[config.mk]
export PLATFORM = sky130hd
export DESIGN_NAME = sync_word_frame_deframer_crc16
export DESIGN_NICKNAME = d
export VERILOG_FILES = /design/src/rtl/swfd_pkg.sv /design/src/rtl/swfd_front.sv /design/src/rtl/swfd_fifo.sv /design/src/rtl/swfd_back.sv /design/src/rtl/sync_word_frame_deframer_crc16.sv
export VERILOG_INCLUDE_DIRS = /design/src /design/src/rtl
export SDC_FILE = /design/constraint.sdc
export NUM_CORES = 1
export LEC_CHECK = 0
export BUFFER_PORTS_ARGS = -buffer_cell sky130_fd_sc_hd__buf_2
export CORE_UTILIZATION = 55
export DETAILED_ROUTE_END_ITERATION = 10
export PLACE_DENSITY = 0.75
export RECOVER_POWER = 100
export SLEW_MARGIN = 25
export SYNTH_ARGS = -nofsm -noshare
export SYNTH_HDL_FRONTEND = slang
export SYNTH_SLANG_ARGS = --single-unit
[constraint.sdc]
create_clock -name clk -period 9.2 [get_ports clk]
set_input_delay 0.92 -clock clk [delete_from_list [all_inputs] [get_ports clk]]
set_output_delay 0.92 -clock clk [all_outputs]
set_load 0.1 [all_outputs]
[src/rtl/assert_macros.svh]
// Assertion macros shared by the deframer RTL.
// Needs clk and rst_n in the including module; NO_ASSERTIONS removes all checks.
`ifndef ASSERT_MACROS_SVH
`define ASSERT_MACROS_SVH
`ifndef NO_ASSERTIONS
`define ASSERT_HOLDS(lbl, expr) \
  lbl: assert property (@(posedge clk) disable iff (!rst_n) (expr)) \
    else $error("assertion failed");
`define ASSERT_IMPLIES(lbl, ante, cons) \
  lbl: assert property (@(posedge clk) disable iff (!rst_n) (ante) |-> (cons)) \
    else $error("assertion failed");
`define ASSERT_NEXT(lbl, ante, cons) \
  lbl: assert property (@(posedge clk) disable iff (!rst_n) (ante) |=> (cons)) \
    else $error("assertion failed");
`else
`define ASSERT_HOLDS(lbl, expr)
`define ASSERT_IMPLIES(lbl, ante, cons)
`define ASSERT_NEXT(lbl, ante, cons)
`endif
`endif

[src/rtl/swfd_pkg.sv]
// Package of the sync word frame deframer: codes, types and the CRC function.
// Used by every module of the block; depends on nothing.
`timescale 1ns / 1ps
package swfd_pkg;

  localparam logic [15:0] SyncWord = 16'hA596;
  localparam logic [15:0] CrcSeed  = 16'hFFFF;
  localparam logic [15:0] CrcPoly  = 16'h1021;

  localparam logic [7:0] IdImu1     = 8'hA1;
  localparam logic [7:0] IdImu2     = 8'hA2;
  localparam logic [7:0] IdAttitude = 8'hC1;
  localparam logic [7:0] IdRawcount = 8'hF1;
  localparam logic [7:0] IdScaled   = 8'hF2;
  localparam logic [7:0] IdCalib    = 8'hF3;
  localparam logic [7:0] IdValue    = 8'h11;

  localparam int NumRegs    = 7;
  localparam int RegIdxW    = 3;
  localparam int QueueDepth = 2;

  // Slot of an id equals the index of its configuration register.
  localparam logic [RegIdxW-1:0] SlotImu1     = 3'd0;
  localparam logic [RegIdxW-1:0] SlotImu2     = 3'd1;
  localparam logic [RegIdxW-1:0] SlotAttitude = 3'd2;
  localparam logic [RegIdxW-1:0] SlotRawcount = 3'd3;
  localparam logic [RegIdxW-1:0] SlotScaled   = 3'd4;
  localparam logic [RegIdxW-1:0] SlotCalib    = 3'd5;
  localparam logic [RegIdxW-1:0] SlotValue    = 3'd6;
  localparam logic [RegIdxW-1:0] SlotNone     = 3'd7;
  localparam logic [RegIdxW-1:0] RegCount     = 3'd7;

  typedef enum logic [1:0] {
    StatusOk     = 2'd0,
    StatusCrcErr = 2'd1,
    StatusLenErr = 2'd2
  } frame_status_t;

  typedef logic [NumRegs-1:0][7:0] cfg_regs_t;

  localparam cfg_regs_t CfgReset = {8'd1, 8'd1, 8'd1, 8'd1, 8'd0, 8'd0, 8'd0};

  typedef struct packed {
    logic [7:0]         id;
    logic [7:0]         len;
    logic [RegIdxW-1:0] slot;
    logic [15:0]        crc_calc;
    logic [15:0]        crc_rx;
    logic [7:0]         records;
  } frm_evt_t;

  typedef struct packed {
    logic full;
    logic empty;
  } q_stat_t;

  function automatic logic [15:0] crc16_byte(input logic [15:0] crc_in, input logic [7:0] b);
    logic [15:0] c;
    c = crc_in ^ {b, 8'h00};
    for (int k = 0; k < 8; k++) begin
      c = c[15] ? ({c[14:0], 1'b0} ^ CrcPoly) : {c[14:0], 1'b0};
    end
    return c;
  endfunction

  function automatic logic [RegIdxW-1:0] id_slot(input logic [7:0] id);
    logic [RegIdxW-1:0] s;
    case (id)
      IdImu1:     s = SlotImu1;
      IdImu2:     s = SlotImu2;
      IdAttitude: s = SlotAttitude;
      IdRawcount: s = SlotRawcount;
      IdScaled:   s = SlotScaled;
      IdCalib:    s = SlotCalib;
      IdValue:    s = SlotValue;
      default:    s = SlotNone;
    endcase
    return s;
  endfunction

endpackage

[src/rtl/swfd_front.sv]
// Front end of the deframer: sync hunt, header parse, running CRC and record count.
// Pushes one frame event per finished frame into the queue; uses swfd_pkg.
`timescale 1ns / 1ps
module swfd_front (
  input  logic                 clk,
  input  logic                 rst_n,
  input  logic                 in_valid,
  output logic                 in_stall,
  input  logic [7:0]           in_data_byte,
  input  swfd_pkg::cfg_regs_t  cfg_regs,
  input  swfd_pkg::q_stat_t    q_stat,
  output logic                 q_push,
  output swfd_pkg::frm_evt_t   q_evt
);

  typedef enum logic [2:0] {
    ST_HUNT, ST_ID, ST_LEN, ST_PAYLOAD, ST_CRC_LO, ST_CRC_HI
  } state_t;

  state_t                         state_r, state_nxt;
  logic [15:0]                    sync_r, sync_nxt;
  logic [7:0]                     id_r, id_nxt;
  logic [7:0]                     len_r, len_nxt;
  logic [swfd_pkg::RegIdxW-1:0]   slot_r, slot_nxt;
  logic [15:0]                    crc_r, crc_nxt;
  logic [7:0]                     crc_lo_r, crc_lo_nxt;
  logic [7:0]                     cnt_r, cnt_nxt;
  logic [7:0]                     rec_bytes_r, rec_bytes_nxt;
  logic [7:0]                     records_r, records_nxt;
  logic                           accept;
  logic [15:0]                    crc_upd;
  logic [7:0]                     rec_bytes_inc;
  logic                           is_list;

  assign in_stall      = q_stat.full;
  assign accept        = in_valid && !q_stat.full;
  assign crc_upd       = swfd_pkg::crc16_byte(crc_r, in_data_byte);
  assign rec_bytes_inc = rec_bytes_r + 8'd1;
  assign is_list       = (slot_r >= swfd_pkg::SlotRawcount) && (slot_r != swfd_pkg::SlotNone);

  always_comb begin
    state_nxt     = state_r;
    sync_nxt      = sync_r;
    id_nxt        = id_r;
    len_nxt       = len_r;
    slot_nxt      = slot_r;
    crc_nxt       = crc_r;
    crc_lo_nxt    = crc_lo_r;
    cnt_nxt       = cnt_r;
    rec_bytes_nxt = rec_bytes_r;
    records_nxt   = records_r;
    q_push        = 1'b0;
    q_evt.id       = id_r;
    q_evt.len      = len_r;
    q_evt.slot     = slot_r;
    q_evt.crc_calc = crc_r;
    q_evt.crc_rx   = {in_data_byte, crc_lo_r};
    q_evt.records  = records_r;
    if (accept) begin
      case (state_r)
        ST_HUNT: begin
          sync_nxt = {sync_r[7:0], in_data_byte};
          if (sync_nxt == swfd_pkg::SyncWord) begin
            state_nxt     = ST_ID;
            crc_nxt       = swfd_pkg::CrcSeed;
            rec_bytes_nxt = 8'd0;
            records_nxt   = 8'd0;
          end
        end
        ST_ID: begin
          id_nxt    = in_data_byte;
          slot_nxt  = swfd_pkg::id_slot(in_data_byte);
          crc_nxt   = crc_upd;
          state_nxt = ST_LEN;
        end
        ST_LEN: begin
          len_nxt   = in_data_byte;
          crc_nxt   = crc_upd;
          cnt_nxt   = 8'd0;
          state_nxt = (in_data_byte == 8'd0) ? ST_CRC_LO : ST_PAYLOAD;
        end
        ST_PAYLOAD: begin
          crc_nxt = crc_upd;
          if (is_list) begin
            if (rec_bytes_inc == cfg_regs[slot_r]) begin
              rec_bytes_nxt = 8'd0;
              records_nxt   = records_r + 8'd1;
            end else begin
              rec_bytes_nxt = rec_bytes_inc;
            end
          end
          cnt_nxt = cnt_r + 8'd1;
          if (cnt_nxt == len_r) begin
            state_nxt = ST_CRC_LO;
          end
        end
        ST_CRC_LO: begin
          crc_lo_nxt = in_data_byte;
          state_nxt  = ST_CRC_HI;
        end
        ST_CRC_HI: begin
          q_push    = 1'b1;
          sync_nxt  = 16'd0;
          state_nxt = ST_HUNT;
        end
        default: begin
          state_nxt = ST_HUNT;
        end
      endcase
    end
  end

  always_ff @(posedge clk) begin
    if (!rst_n) begin
      state_r     <= ST_HUNT;
      sync_r      <= 16'd0;
      id_r        <= 8'd0;
      len_r       <= 8'd0;
      slot_r      <= swfd_pkg::SlotNone;
      crc_r       <= swfd_pkg::CrcSeed;
      crc_lo_r    <= 8'd0;
      cnt_r       <= 8'd0;
      rec_bytes_r <= 8'd0;
      records_r   <= 8'd0;
    end else begin
      state_r     <= state_nxt;
      sync_r      <= sync_nxt;
      id_r        <= id_nxt;
      len_r       <= len_nxt;
      slot_r      <= slot_nxt;
      crc_r       <= crc_nxt;
      crc_lo_r    <= crc_lo_nxt;
      cnt_r       <= cnt_nxt;
      rec_bytes_r <= rec_bytes_nxt;
      records_r   <= records_nxt;
    end
  end

endmodule

[src/rtl/swfd_fifo.sv]
// Short queue of finished-frame events between the front and back ends.
// Depth is a parameter; uses swfd_pkg types and assert_macros.svh.
`timescale 1ns / 1ps
`include "assert_macros.svh"
module swfd_fifo #(
  parameter int DEPTH = swfd_pkg::QueueDepth
) (
  input  logic                clk,
  input  logic                rst_n,
  input  logic                push,
  input  swfd_pkg::frm_evt_t  push_evt,
  input  logic                pop,
  output swfd_pkg::frm_evt_t  head_evt,
  output swfd_pkg::q_stat_t   q_stat
);

  localparam int PtrW = (DEPTH > 1) ? $clog2(DEPTH) : 1;
  localparam int CntW = $clog2(DEPTH + 1);
  localparam logic [PtrW-1:0] LastPtr = PtrW'(DEPTH - 1);
  localparam logic [CntW-1:0] FullCnt = CntW'(DEPTH);

  swfd_pkg::frm_evt_t  mem_r [DEPTH];
  logic [PtrW-1:0]     wr_ptr_r, wr_ptr_nxt;
  logic [PtrW-1:0]     rd_ptr_r, rd_ptr_nxt;
  logic [CntW-1:0]     count_r, count_nxt;

  assign head_evt     = mem_r[rd_ptr_r];
  assign q_stat.full  = (count_r == FullCnt);
  assign q_stat.empty = (count_r == '0);

  always_comb begin
    wr_ptr_nxt = wr_ptr_r;
    rd_ptr_nxt = rd_ptr_r;
    count_nxt  = count_r;
    if (push) begin
      wr_ptr_nxt = (wr_ptr_r == LastPtr) ? '0 : wr_ptr_r + 1'b1;
    end
    if (pop) begin
      rd_ptr_nxt = (rd_ptr_r == LastPtr) ? '0 : rd_ptr_r + 1'b1;
    end
    if (push && !pop) begin
      count_nxt = count_r + 1'b1;
    end else if (pop && !push) begin
      count_nxt = count_r - 1'b1;
    end
  end

  always_ff @(posedge clk) begin
    if (!rst_n) begin
      wr_ptr_r <= '0;
      rd_ptr_r <= '0;
      count_r  <= '0;
    end else begin
      wr_ptr_r <= wr_ptr_nxt;
      rd_ptr_r <= rd_ptr_nxt;
      count_r  <= count_nxt;
    end
  end

  always_ff @(posedge clk) begin
    if (push) begin
      mem_r[wr_ptr_r] <= push_evt;
    end
  end

  `ASSERT_IMPLIES(a_no_overflow, push, !q_stat.full)
  `ASSERT_IMPLIES(a_no_underflow, pop, !q_stat.empty)
  `ASSERT_HOLDS(a_count_bound, count_r <= FullCnt)

endmodule

[src/rtl/swfd_back.sv]
// Back end of the deframer: frame status, per-id totals and the output register.
// Takes events from swfd_fifo; uses swfd_pkg and assert_macros.svh.
`timescale 1ns / 1ps
`include "assert_macros.svh"
module swfd_back (
  input  logic                 clk,
  input  logic                 rst_n,
  input  swfd_pkg::cfg_regs_t  cfg_regs,
  input  swfd_pkg::q_stat_t    q_stat,
  input  swfd_pkg::frm_evt_t   q_head,
  output logic                 q_pop,
  output logic                 out_valid,
  input  logic                 out_stall,
  output logic [7:0]           out_message_id,
  output logic [7:0]           out_payload_length,
  output logic [1:0]           out_frame_status,
  output logic [15:0]          out_computed_crc,
  output logic [15:0]          out_received_crc,
  output logic [7:0]           out_record_count,
  output logic [31:0]          out_type_total
);

  logic [31:0]                  totals_r [swfd_pkg::NumRegs];
  logic                         out_valid_r;
  logic [7:0]                   out_id_r;
  logic [7:0]                   out_len_r;
  swfd_pkg::frame_status_t      out_status_r, status_nxt;
  logic [15:0]                  out_crc_calc_r;
  logic [15:0]                  out_crc_rx_r;
  logic [7:0]                   out_count_r, count_nxt;
  logic [31:0]                  out_total_r, total_nxt;
  logic [swfd_pkg::RegIdxW-1:0] slot;
  logic                         is_fixed;
  logic                         is_list;
  logic                         upd;
  logic [31:0]                  tot_cur;
  logic                         res_err;
  logic                         crc_bad;

  assign slot     = q_head.slot;
  assign is_fixed = slot < swfd_pkg::SlotRawcount;
  assign is_list  = (slot >= swfd_pkg::SlotRawcount) && (slot != swfd_pkg::SlotNone);
  assign tot_cur  = (is_fixed || is_list) ? totals_r[slot] : 32'd0;
  assign q_pop    = !q_stat.empty && (!out_valid_r || !out_stall);

  always_comb begin
    status_nxt = swfd_pkg::StatusOk;
    count_nxt  = 8'd0;
    total_nxt  = 32'd0;
    upd        = 1'b0;
    if (q_head.crc_rx != q_head.crc_calc) begin
      status_nxt = swfd_pkg::StatusCrcErr;
    end else if (is_fixed) begin
      if (q_head.len != cfg_regs[slot]) begin
        status_nxt = swfd_pkg::StatusLenErr;
      end else begin
        total_nxt = tot_cur + 32'd1;
        upd       = 1'b1;
      end
    end else if (is_list) begin
      count_nxt = q_head.records;
      total_nxt = tot_cur + {24'd0, q_head.records};
      upd       = 1'b1;
    end
  end

  always_ff @(posedge clk) begin
    if (!rst_n) begin
      out_valid_r <= 1'b0;
      for (int k = 0; k < swfd_pkg::NumRegs; k++) begin
        totals_r[k] <= 32'd0;
      end
    end else begin
      if (q_pop) begin
        out_valid_r <= 1'b1;
      end else if (!out_stall) begin
        out_valid_r <= 1'b0;
      end
      if (q_pop && upd) begin
        totals_r[slot] <= total_nxt;
      end
    end
  end

  always_ff @(posedge clk) begin
    if (q_pop) begin
      out_id_r       <= q_head.id;
      out_len_r      <= q_head.len;
      out_status_r   <= status_nxt;
      out_crc_calc_r <= q_head.crc_calc;
      out_crc_rx_r   <= q_head.crc_rx;
      out_count_r    <= count_nxt;
      out_total_r    <= total_nxt;
    end
  end

  assign out_valid          = out_valid_r;
  assign out_message_id     = out_id_r;
  assign out_payload_length = out_len_r;
  assign out_frame_status   = out_status_r;
  assign out_computed_crc   = out_crc_calc_r;
  assign out_received_crc   = out_crc_rx_r;
  assign out_record_count   = out_count_r;
  assign out_type_total     = out_total_r;

  assign res_err = out_valid_r && (out_status_r != swfd_pkg::StatusOk);
  assign crc_bad = out_valid_r && (out_crc_rx_r != out_crc_calc_r);

  `ASSERT_IMPLIES(a_err_no_total, res_err, out_total_r == 32'd0 && out_count_r == 8'd0)
  `ASSERT_NEXT(a_pop_loads, q_pop, out_valid_r)
  `ASSERT_IMPLIES(a_crc_status, crc_bad, out_status_r == swfd_pkg::StatusCrcErr)

endmodule

[src/rtl/sync_word_frame_deframer_crc16.sv]
// Sync word frame deframer with CRC-16/CCITT-FALSE check and per-id totals.
// Throughput: one byte per cycle; in_stall rises only while the frame-event queue is full.
// Result path: the frame event is queued, then loaded into the output register.
// Reset: synchronous, active low; clears parser, queue, totals and loads register defaults.
`timescale 1ns / 1ps
module sync_word_frame_deframer_crc16 #(
  parameter int QUEUE_DEPTH = swfd_pkg::QueueDepth
) (
  input  logic                          clk,
  input  logic                          rst_n,
  input  logic                          cfg_we,
  input  logic [swfd_pkg::RegIdxW-1:0]  cfg_index,
  input  logic [7:0]                    cfg_data,
  input  logic                          in_valid,
  output logic                          in_stall,
  input  logic [7:0]                    in_data_byte,
  output logic                          out_valid,
  input  logic                          out_stall,
  output logic [7:0]                    out_message_id,
  output logic [7:0]                    out_payload_length,
  output logic [1:0]                    out_frame_status,
  output logic [15:0]                   out_computed_crc,
  output logic [15:0]                   out_received_crc,
  output logic [7:0]                    out_record_count,
  output logic [31:0]                   out_type_total
);

  swfd_pkg::cfg_regs_t  cfg_regs_r;
  swfd_pkg::q_stat_t    q_stat;
  swfd_pkg::frm_evt_t   push_evt;
  swfd_pkg::frm_evt_t   head_evt;
  logic                 q_push;
  logic                 q_pop;

  always_ff @(posedge clk) begin
    if (!rst_n) begin
      cfg_regs_r <= swfd_pkg::CfgReset;
    end else if (cfg_we && (cfg_index < swfd_pkg::RegCount)) begin
      cfg_regs_r[cfg_index] <= cfg_data;
    end
  end

  swfd_front u_front (
    .clk          (clk),
    .rst_n        (rst_n),
    .in_valid     (in_valid),
    .in_stall     (in_stall),
    .in_data_byte (in_data_byte),
    .cfg_regs     (cfg_regs_r),
    .q_stat       (q_stat),
    .q_push       (q_push),
    .q_evt        (push_evt)
  );

  swfd_fifo #(
    .DEPTH (QUEUE_DEPTH)
  ) u_fifo (
    .clk      (clk),
    .rst_n    (rst_n),
    .push     (q_push),
    .push_evt (push_evt),
    .pop      (q_pop),
    .head_evt (head_evt),
    .q_stat   (q_stat)
  );

  swfd_back u_back (
    .clk                (clk),
    .rst_n              (rst_n),
    .cfg_regs           (cfg_regs_r),
    .q_stat             (q_stat),
    .q_head             (head_evt),
    .q_pop              (q_pop),
    .out_valid          (out_valid),
    .out_stall          (out_stall),
    .out_message_id     (out_message_id),
    .out_payload_length (out_payload_length),
    .out_frame_status   (out_frame_status),
    .out_computed_crc   (out_computed_crc),
    .out_received_crc   (out_received_crc),
    .out_record_count   (out_record_count),
    .out_type_total     (out_type_total)
  );

endmodule
Yosys cells after proc, flatten, opt, wreduce, memory -nomap -nowiden
Memories as Yosys holds them, arrays and structs flattened. A register that Yosys moved wholly into a read port is not among the register bits.
Index checks and enable logic that the tools add are counted.

word-level totals
  bits in registers = 229
  bits in latches = 0
  RAM bits = 342
  ROM bits = 0
  input bits = 24
  word-level logic and storage cells = 183
  memories kept = 2

memories
  memory           words  width  read ports  clocked after Yosys merged registers in  wr ports  RTL line         source
  u_back.totals_r  7      32     1           0                                        7         swfd_back.sv:23  logic [31:0] totals_r [swfd_pkg::NumRegs];
  u_fifo.mem_r     2      59     1           1                                        1         swfd_fifo.sv:22  swfd_pkg::frm_evt_t mem_r [DEPTH];

operators by class
  $add $sub $neg = 9
  multipliers = 0
  divide/modulo/power cells = 0
  $lt $le $gt $ge = 8
  equal/unequal tests = 25
  shift operators = 0
  multiplexer cells = 61
  bitwise operators = 11
  reductions and logical operators = 38

operators by type and width
  kind                                                                   number
  32-bit two-way mux                                                     6
  13-bit two-way mux                                                     8
  8-bit two-way mux                                                      8
  8-bit case mux with 2 select lines                                     4
  56-bit bitwise mux                                                     1
  8-bit binary-select mux with 3-bit select                              2
  8-bit equality test (second input constant)                            6
  32-bit by 1-bit adder with 32-bit output (second input constant)       1
  32-bit by 8-bit adder with 32-bit output                               1
  16-bit case mux with 2 select lines                                    1
  32-bit OR reduction                                                    1
  8-bit by 1-bit adder with 8-bit output (second input constant)         3
  8-bit demux with 3-bit select                                          1
  3-bit inverter                                                         8
  3-bit case mux with 7 select lines                                     1
  1-bit two-way mux                                                      20
  16-bit equality test (second input constant)                           1
  8-bit equality test                                                    2
  16-bit two-way mux                                                     1
  16-bit inequality test                                                 1
  16-bit bitwise XOR                                                     1
  3-bit case mux with 5 select lines                                     1
  3-bit by 4-bit < comparator with 1-bit output (second input constant)  3
  3-bit two-way mux                                                      4
  other kinds (30)                                                       66

Logic depth before layout (Yosys ltp)
  depth in word-level cells = 18
  mapped depth = 22
  mapped depth without buffers = 17

Cells and area by module
A second synthesis with hierarchy kept.

second synthesis, totals
  cell total of the unflattened synthesis = 2366
  area, all modules = 27627.7 um^2

modules (own cells, without submodules)
  module                          instances  cells each  area each (um^2)  sequential area each (um^2)
  swfd_back                       1          1369        16351.9           9128.8
  swfd_front                      1          593         4678.2            1561.5
  swfd_fifo                       1          206         4519.3            3643.5
  sync_word_frame_deframer_crc16  1          198         2078.2            1121.1

Worst setup path before layout
OpenSTA, ideal clock, no wires.

  path kind = input port to flip-flop
  from = in out_stall
  to = mem u_back.totals_r[5][0], enable pin
  arrival time = 8.424 ns
  path slack = 0.306 ns
  stages on the path = 3
  buffers on the path = 0
  path through = a21oi_1 -> inv_1 -> o31ai_1

RTL lines
  item         RTL line                              source
  from (decl)  sync_word_frame_deframer_crc16.sv:18  input logic out_stall,
  to (decl)    swfd_back.sv:23

==> flow_summary.ini <==
[synth]
avgSynthCellArea_um2 = 11.0
yosysMostFrequentCell = edfxtp_1
syn_inst = 2605
yosys.area.top_type = edfxtp_1
synth_area_leaders = edfxtp_1, dfxtp_1, nor2_1
synth_warnings = 0
yosys_register_bits = 601
ys_seq_area_share_pct = 56.9
synth_edf_count = 429
async_flop_share_pct = 0
synth_cell_types = 96
syn-cell-area_um2 = 28700
synth_ff_type = edfxtp_1
synth_commonest_cells = edfxtp_1, nor2_1, nand2_1, dfxtp_1, a21oi_1
yosysTopAreaCellShare_pct = 44.9

[critical_path]
cpPeakStageDelay_ns = 1.35
cp_num_buf_inv = 4
crit_path_start_kind = register
worstPathArrival_ns = 8.12
crit_chain = buf_4 -> nand2_1 -> or4_1 -> a21oi_1 -> clkbuf_1 -> o21ai_0 -> clkbuf_1 -> or4_1 -> clkbuf_1 -> nand2_1 -> a21oi_1
path_delay_family = buffers and inverters
required_ns = 9.67
cpMostUsedCell = clkbuf_1
rrSetupSlack_ns = 1.55
critical_path_class = reg2reg
slowest_stage = dfxtp_1
crit_fanout = 49
cp-end-kind = register

[clock_tree]
root_buffer = clkbuf_16
clk_latency_ns = 0.66
clockBufferDepth = 3
cts-hold-fix-buffers = 0
cts_buffers = 61
clkSlewWorstSetupHoldPaths_ns = 0.06
htreeDepth = 2
cts_tree = done
cts_setup_buffers = 0
ctsResizeCount = 0
cts.sinks = 601

[sta]
max_slew_margin_pct = -160
fmax_mhz = 131
rsz0062_at_grt = false
clock_skew_ns = 0.0265
finalCriticalPeriod_ns = 7.65
layout_setup_ws_ns = 1.55
finalSetupViolCount = 0
finalMaxSlewViolations = 513
fin_tns_setup_ns = 0
worstMarginPinSlew_ns = 3.90
finalHoldViolations = 0
fin_hold_ws_ns = 0.452
fin_crit_sh_pct = 83.1

[drt]
drt-vias-per-instance = 6.31
drt_iter0_markers = 2705
route.vias.total = 21700
wl_per_cell_um = 24.0
final_antenna_net_count = 0
drt_wl_total_um = 82500
first_pass_iters = 6
drc_errors = 0

[place]
pre_cts_ws_ns = 2.98
dpl.hpwl_um = 55000
dp.cells = 3326
io_buffers = 115
gp_congestion = 1.03

[job]
drv_cap = 13

[status]
status = complete, but fails checks
violations = max-capacitance violations, max-slew violations

[die]
die_x_um = 230
initial_core_util_pct = 55.8
die_area_um2 = 53100
io_pins = 116
row_count = 83
core_um2 = 51400
fp.dieH_um = 230

[worst_hold_path]
hold_path_class = reg2reg

[cells_and_area]
fillers = 4074
stdcell_count = 3441
fin_nets = 2747
drive_above_1_share_pct = 9.82
area_delta_synth_final_pct = 11.3
antenna_cells = 0

[grt]
grt_start_max_net_pins = 83
antenna_found_initial = 0
grt_pass1_vias = 21200
grt_overflow = 0
track_usage_pct = 30.9
grt_pass1_wl_um = 125000

[power]
p_per_area_nw_per_um2 = 274
peakVddDrop_mv = 0.210
finalPower_uw = 8730
p_leak_uw = 0.0112
flip-flops by register name (all words and copies together), names as in the netlist, 16 cells and up, named ones only:
| signal | count |
|---|---|
| cfg_regs_r | 56 |
| u_fifo.mem_r | 118 |
| u_back.totals_r | 253 |
| u_back.out_received_crc | 16 |
| u_back.out_computed_crc | 16 |
| u_front.crc_r | 16 |
| u_back.out_type_total | 32 |
area by class of cell:
type | instances | area (µm²) | share of cell area (%)
clock buffers | 83 | 1720 | 5.39
clock inverters | 32 | 503 | 1.58
flip-flops and latches | 601 | 16300 | 51.2
multi-input cells | 1819 | 11500 | 36.1
inverters | 61 | 229 | 0.718
repair buffers | 165 | 774 | 2.43
well taps | 680 | 851 | 2.67
worst paths after layout:
check / from / cells past startpoint / to
worst max-delay path: register / 11 / u_back.totals_r[6][15]
worst min-delay path: u_front.sync_r[7] / 2 / u_front.sync_r[7]
worst min register to register: u_front.sync_r[7] / 2 / u_front.sync_r[7]
worst max register to register: register / 11 / u_back.totals_r[6][15]
kinds of logic (layout without fill, tap and decap cells):
family,after synthesis,count (layout),synth area share (%)
buffers and inverters,213,341,3.49
flip-flops,601,601,56.9
AO/OA/AOI/OAI,473,473,10.8
AND/OR/NAND/NOR,1003,1003,16.3
adder cells (fa/ha/maj),14,14,0.637
multiplexers,184,184,8.32
XOR/XNOR,116,116,3.59
other,1,29,0.0131
cell usage in the layout, fill, tap and decap left out, types with 18 or more instances in the layout:
| cell | count |
|---|---|
| or3_1 | 18 |
| dfxtp_1 | 172 |
| o22ai_1 | 37 |
| buf_4 | 31 |
| mux2_2 | 55 |
| nor3_1 | 73 |
| a22oi_1 | 18 |
| nand2_1 | 277 |
| inv_1 | 61 |
| nand3_1 | 97 |
| nor2_1 | 326 |
| xor2_1 | 52 |
| clkbuf_16 | 62 |
| conb_1 | 29 |
| and3_1 | 26 |
| mux4_2 | 34 |
| nand4_1 | 21 |
| clkbuf_1 | 131 |
| a21oi_1 | 151 |
| o21ai_0 | 93 |
| xnor2_1 | 63 |
| mux2i_1 | 78 |
| nand2b_1 | 40 |
| nor2b_1 | 32 |
| edfxtp_1 | 429 |
power by group:
part           leakage (µW)  internal [µW]  switching [µW]
registers           0.00559           3190            92.9
clock network       0.00107           1630            1070
logic               0.00451            581            2170
worst min-delay path: stages, from the launching register on:
cell and delay [ns]:
dfxtp_1 0.30, nand2_1 0.05, a21oi_1 0.05
stage by stage:
stage | util, % | cell area [µm²]
after global placement | 58.1 | 29900
after CTS | 62.5 | 32100
after global routing | 62.1 | 31900
after floorplan | - | 28800
after detailed placement | 58.2 | 29900
final | 62.1 | 31900
layer usage:
metal	track usage (%)	up-vias	wire length, µm
met1	40.4	10600	32500
li1	-	9701	-
met4	13.9	0	3770
met5	0	-	0
met3	6.06	267	7820
met2	49.8	1165	38500
Note: power is estimated with default switching activity, not from simulation.
